<file path="config.mk">
export PLATFORM = sky130hd
export DESIGN_NAME = ffa_ctrl
export DESIGN_NICKNAME = d
export VERILOG_FILES = /design/src/design/ffa_pkg.sv /design/src/design/ffa_ctrl.sv
export SDC_FILE = /design/constraint.sdc
export NUM_CORES = 1
export LEC_CHECK = 0
export BUFFER_PORTS_ARGS = -buffer_cell sky130_fd_sc_hd__buf_2
export CORE_MARGIN = 10
export CORE_UTILIZATION = 35
export DETAILED_ROUTE_END_ITERATION = 6
export GPL_ROUTABILITY_DRIVEN = 0
export PLACE_DENSITY_LB_ADDON = 0.12
export SYNTH_ARGS = -nofsm -noshare
export SYNTH_HDL_FRONTEND = slang
export SYNTH_SLANG_ARGS = --single-unit
</file>
<file path="constraint.sdc">
create_clock -name clk -period 1.4 [get_ports clk]
set_clock_uncertainty 0.05 [all_clocks]
set_input_delay 0.07 -clock clk [delete_from_list [all_inputs] [get_ports clk]]
set_output_delay 0.07 -clock clk [all_outputs]
set_load 0.02 [all_outputs]
</file>
<file path="src/design/ffa_pkg.sv">
// ---------------------------------------------------------------------------
// Allocator package
// Types, constants and controller interface of the free-list allocator.
// ---------------------------------------------------------------------------
package ffa_pkg;
  localparam int unsigned ArenaGranules = 4096;
  localparam int unsigned GW = $clog2(ArenaGranules);
  localparam int unsigned LW = GW + 1;
  localparam int unsigned HW = GW + 2;
  localparam logic [LW-1:0] NilLink = LW'(ArenaGranules);

  typedef enum logic [1:0] {
    ST_OK = 2'd0, ST_NOFIT = 2'd1, ST_NULL = 2'd2, ST_DOUBLE = 2'd3
  } status_t;

  typedef enum logic [3:0] {
    S_INIT, S_IDLE, S_AREAD, S_ACHK, S_AUNL, S_ASPL, S_FREAD, S_FCHK, S_DONE
  } state_t;

  typedef struct packed {
    logic init_step;
    logic load;
    logic rd_walk;
    logic rd_free;
    logic advance;
    logic unlink;
    logic split;
    logic fin_alloc;
    logic fin_free;
    logic set_nofit;
    logic set_null;
    logic set_double;
    logic out_load;
  } ffa_cmd_t;

  typedef struct packed {
    logic init_done;
    logic is_alloc;
    logic free_bad;
    logic cur_nil;
    logic fits;
    logic splits;
    logic hdr_zero;
    logic hdr_free;
  } ffa_sts_t;
endpackage

</file>
<file path="src/design/ffa_ctrl.sv">
// ---------------------------------------------------------------------------
// Allocator controller
// Sequences the list walk, unlink, split and free steps.
// ---------------------------------------------------------------------------
module ffa_ctrl (
  input  logic              clk,
  input  logic              rst_n,
  input  logic              in_valid,
  output logic              in_ready,
  output logic              out_valid,
  input  logic              out_ready,
  input  ffa_pkg::ffa_sts_t sts,
  output ffa_pkg::ffa_cmd_t cmd
);
  import ffa_pkg::*;

  state_t state_r, state_nxt;
  logic   ov_r, ov_nxt;

  always_ff @(posedge clk) begin
    if (!rst_n) begin
      state_r <= S_INIT;
      ov_r    <= 1'b0;
    end else begin
      state_r <= state_nxt;
      ov_r    <= ov_nxt;
    end
  end

  assign out_valid = ov_r;

  always_comb begin
    state_nxt = state_r;
    ov_nxt    = ov_r && !out_ready;
    cmd       = '0;
    in_ready  = 1'b0;
    case (state_r)
      S_INIT: begin
        cmd.init_step = 1'b1;
        if (sts.init_done) begin
          state_nxt = S_IDLE;
        end
      end
      S_IDLE: begin
        in_ready = 1'b1;
        if (in_valid) begin
          cmd.load  = 1'b1;
          state_nxt = S_AREAD;
        end
      end
      S_AREAD: begin
        if (!sts.is_alloc) begin
          if (sts.free_bad) begin
            cmd.set_null = 1'b1;
            state_nxt    = S_DONE;
          end else begin
            cmd.rd_free = 1'b1;
            state_nxt   = S_FREAD;
          end
        end else if (sts.cur_nil) begin
          cmd.set_nofit = 1'b1;
          state_nxt     = S_DONE;
        end else begin
          cmd.rd_walk = 1'b1;
          state_nxt   = S_ACHK;
        end
      end
      S_ACHK: begin
        if (sts.fits) begin
          cmd.unlink = 1'b1;
          state_nxt  = S_AUNL;
        end else begin
          cmd.advance = 1'b1;
          state_nxt   = S_AREAD;
        end
      end
      S_AUNL: begin
        if (sts.splits) begin
          cmd.split = 1'b1;
          state_nxt = S_ASPL;
        end else begin
          cmd.fin_alloc = 1'b1;
          state_nxt     = S_DONE;
        end
      end
      S_ASPL: begin
        cmd.fin_alloc = 1'b1;
        state_nxt     = S_DONE;
      end
      S_FREAD: begin
        state_nxt = S_FCHK;
      end
      S_FCHK: begin
        if (sts.hdr_zero) begin
          cmd.set_null = 1'b1;
        end else if (sts.hdr_free) begin
          cmd.set_double = 1'b1;
        end else begin
          cmd.fin_free = 1'b1;
        end
        state_nxt = S_DONE;
      end
      S_DONE: begin
        if (!ov_r || out_ready) begin
          cmd.out_load = 1'b1;
          ov_nxt       = 1'b1;
          in_ready     = 1'b1;
          if (in_valid) begin
            cmd.load  = 1'b1;
            state_nxt = S_AREAD;
          end else begin
            state_nxt = S_IDLE;
          end
        end
      end
      default: begin
        state_nxt = S_INIT;
      end
    endcase
  end
endmodule

</file>
==> qor_table.md <==
| Quantity | This run |
| --- | --- |
| Final net count | 116 |
| Multi-input logic area | 462.9 um^2 |
| Dominant register cell in the synthesized netlist | dfxtp_1 |
| Worst path cell trace | or4b_4 > nor2_1 > a22o_1 > buf_6 |
| Worst endpoint required time | 1280 ps |
| Total power density per cell area | 1432 nW/um^2 |
| Gr usage total | 11.99% |
| Length of the first detailed-routing pass in iterations | 4 |
| Crit path from | state_r[3]$_SDFFE_PN0P_ |
| TritonCTS clock tree | done |
| Hold_sp | rst_n |
| CP Class | flop to primary output |
| TritonCTS Buffers | 3 |
| Clk sinks | 5 |
| Synth async-reset ratio | 0% |
| Number of antenna violations at the first check in global routing | 0 |
| Max Fanout on Critical Path | 5 |
| Most common library cell in the layout ignoring fill and taps | buf_6 |
| GRT Residual Overflow | 0 |
| Buf/Inv on CP | 1 |
| Final clock period utilization by the worst path | 119.8% |
| Via count of the first global-routing pass | 668 |
| Port Buffers | 26 |
| Cell type group with the largest total delay on the critical path | simple AND/OR/NAND/NOR gates |
| Worst Max-Slew Pin Slew | 383.5 ps |
| Clock transition at the register clock pins on the worst setup and hold paths after CTS | 50 ps |
| Time the final worst path needs with I/O delays and setup | 1677 ps |
| WL final | 2113 um |
| Total of fill cells in the finished design | 92 |
| Least setup slack across all paths after layout | -277.1 ps |
| Flip-flop and latch count after synthesis | 5 |
| Area growth from synthesis to final layout | 98.42% |
| Static leakage power | 0.0004193 uW |
| Outcome | complete, but fails checks |
| Synth cell types | 38 |
| Max rail drop VDD | 1.045 mV |
| Most used cells in the layout excluding fill and tap cells | buf_6 (15), buf_2 (13), buf_4 (12), nor3_2 (5) |
| Area share of the largest cell type after synthesis | 21.05% |
| Slowest cell on the critical path | or4b_4 |
| Die Ht | 56.86 um |
| Violated checks | setup timing |
| Top metal layer carrying routed signals | met4 |
| Io pins | 27 |
| Summed instance area of the synthesized netlist | 475.5 um^2 |
| Clock Tree Root | clkbuf_4 |
| Total power | 1351 uW |
| HPWL after detailed placement | 1326 um |
| Finish-stage setup viols | 13 |
| Number of warnings printed during yosys synthesis | 0 |
| Number of cell rows | 13 |
| Number of DRC violations after detailed routing | 0 |
| Syn_nets | 75 |
| Sequential element share of the synthesized area | 21.05% |
| Initial Utilization | 37.00% |
| Maximum level of the CTS H-tree | 1 |
| Die outline width | 56.86 um |
| Final instance count without filler cells | 118 |
| Crit path capture type | primary output |
| Setup crit start kind | flop |
| Maximum frequency from static timing analysis | 596.3 MHz |
| Setup repair after global routing missed its margin | true |
| Number of instances in the placed design | 107 |
| Fraction of final layout cells sized beyond drive strength 1 | 65.05% |
| Class of the most critical hold timing path | input pin to flop |
| Clock tree buffer depth | 2 |
| Number of enable-type register cells in the synthesized netlist | 0 |
| Post-Route Setup TNS | -1955 ps |
| Critical path data arrival time | 1560 ps |
| First-iteration detailed-routing DRC count | 11 |
| Storage element area | 103.9 um^2 |
| Pin count of the biggest net entering global routing | 15 |
| Amount of wire on met2 after detailed routing | 1066 um |
| Main area contributors after synthesis | dfxtp_1 (21%), nor2b_1 (5.3%), nor3_1 (5.3%) |
| Worst hold margin | 21.25 ps |
| Max-Slew Margin vs Limit | 74.20% |
| Core box area | 1285 um^2 |
| Via count | 665 |
| Clock latency reported for the late side of the worst-skew pair | 260 ps |
| M1 WL | 876 um |
| Number of vias per cell | 5.636 |
| Diodes inserted | 0 |
| Wire length of the first global-routing pass | 3215 um |
| Floorplan die area | 3232 um^2 |
| Mean post-synth cell area | 7.547 um^2 |
| Dominant cell type by area after synthesis | dfxtp_1 |
| Syn Inst Count | 63 |
| Final hold violation count | 0 |
| Final Slew Violations | 0 |
| Critical register-to-register path startpoint | state_r[3]$_SDFFE_PN0P_ |
| Routed length per placed instance | 17.91 um |
| Met3 wire len | 103 um |
| Count of maximum capacitance violations | 0 |
| Critical path's largest stage delay | 570 ps |
| Final antenna-violating net count | 0 |
## registers in the layout (all words and copies together), names as in the netlist
register and cells:
out_valid 1, state_r 4
## per-stage QoR
stage               utilization, %  setup WS (ps)  cell area, um^2
global placement             52.48          12.39            674.4
global route                 73.42         -299.2            943.4
finish                       73.42         -277.1            943.4
floorplan                        -         -179.0            496.7
detailed placement           52.48         -29.07            674.4
CTS                          66.80         -268.2            858.3
## final timing paths
kind / slack (ps) / end / cells past startpoint
worst max-delay path: -280 / cmd[2] / 4
worst min-delay path: 20 / state_r[2]$_SDFFE_PN0P_ / 2
worst max register to register: -180 / state_r[0]$_SDFFE_PN0P_ / 5
worst min register to register: 610 / out_valid$_SDFF_PN0_ / 2
## report_power, final
part	total, uW	switching, uW	internal, uW	leakage (uW)
clock	194	84.6	109	0.0000150
sequential	210	32.5	177	0.0000420
combinational	947	494	454	0.000362
## routing by layer
layer  global-route usage, %  vias to the layer above
met5                       0                        -
li1                        -                      317
met4                   6.040                        0
met2                   20.85                       18
met3                   2.921                        6
met1                   13.01                      324
## synthesized netlist by cell type (2+ instances only)
cell type	instances
dfxtp_1	5
nor2b_1	4
inv_1	2
clkbuf_1	2
nor3_1	5
nand2_1	4
nor2_1	6
a21oi_1	3
nand2b_1	2
o21ai_0	2
## cell families (layout without fill, tap and decap cells)
logic type             Yosys count  after routing  synth area share (%)
buffers and inverters            6             46                 6.579
AO/OA/AOI/OAI                   17             17                 24.74
AND/OR/NAND/NOR                 34             34                 45.53
multiplexers                     1              1                 2.105
flip-flops                       5              5                 21.05
## area by class of cell
cell class                      count  share of cell area (%)
Timing Repair Buffer               40                   34.35
Clock buffer                        4                   2.785
Multi-Input combinational cell     52                   49.07
Tap cell                           15                   1.989
Inverter                            2                  0.7958
Sequential cell                     5                   11.01
## what timing repair did
| action | in CTS | in global routing |
|---|---|---|
| pin swaps | 8 | 8 |
| buffers inserted | 7 | 4 |
| hold buffers | 0 | 0 |
| gates resized for setup | 35 | 19 |
| endpoints found under the setup margin | 14 | 16 |
Power figures use the tool's default switching activity.
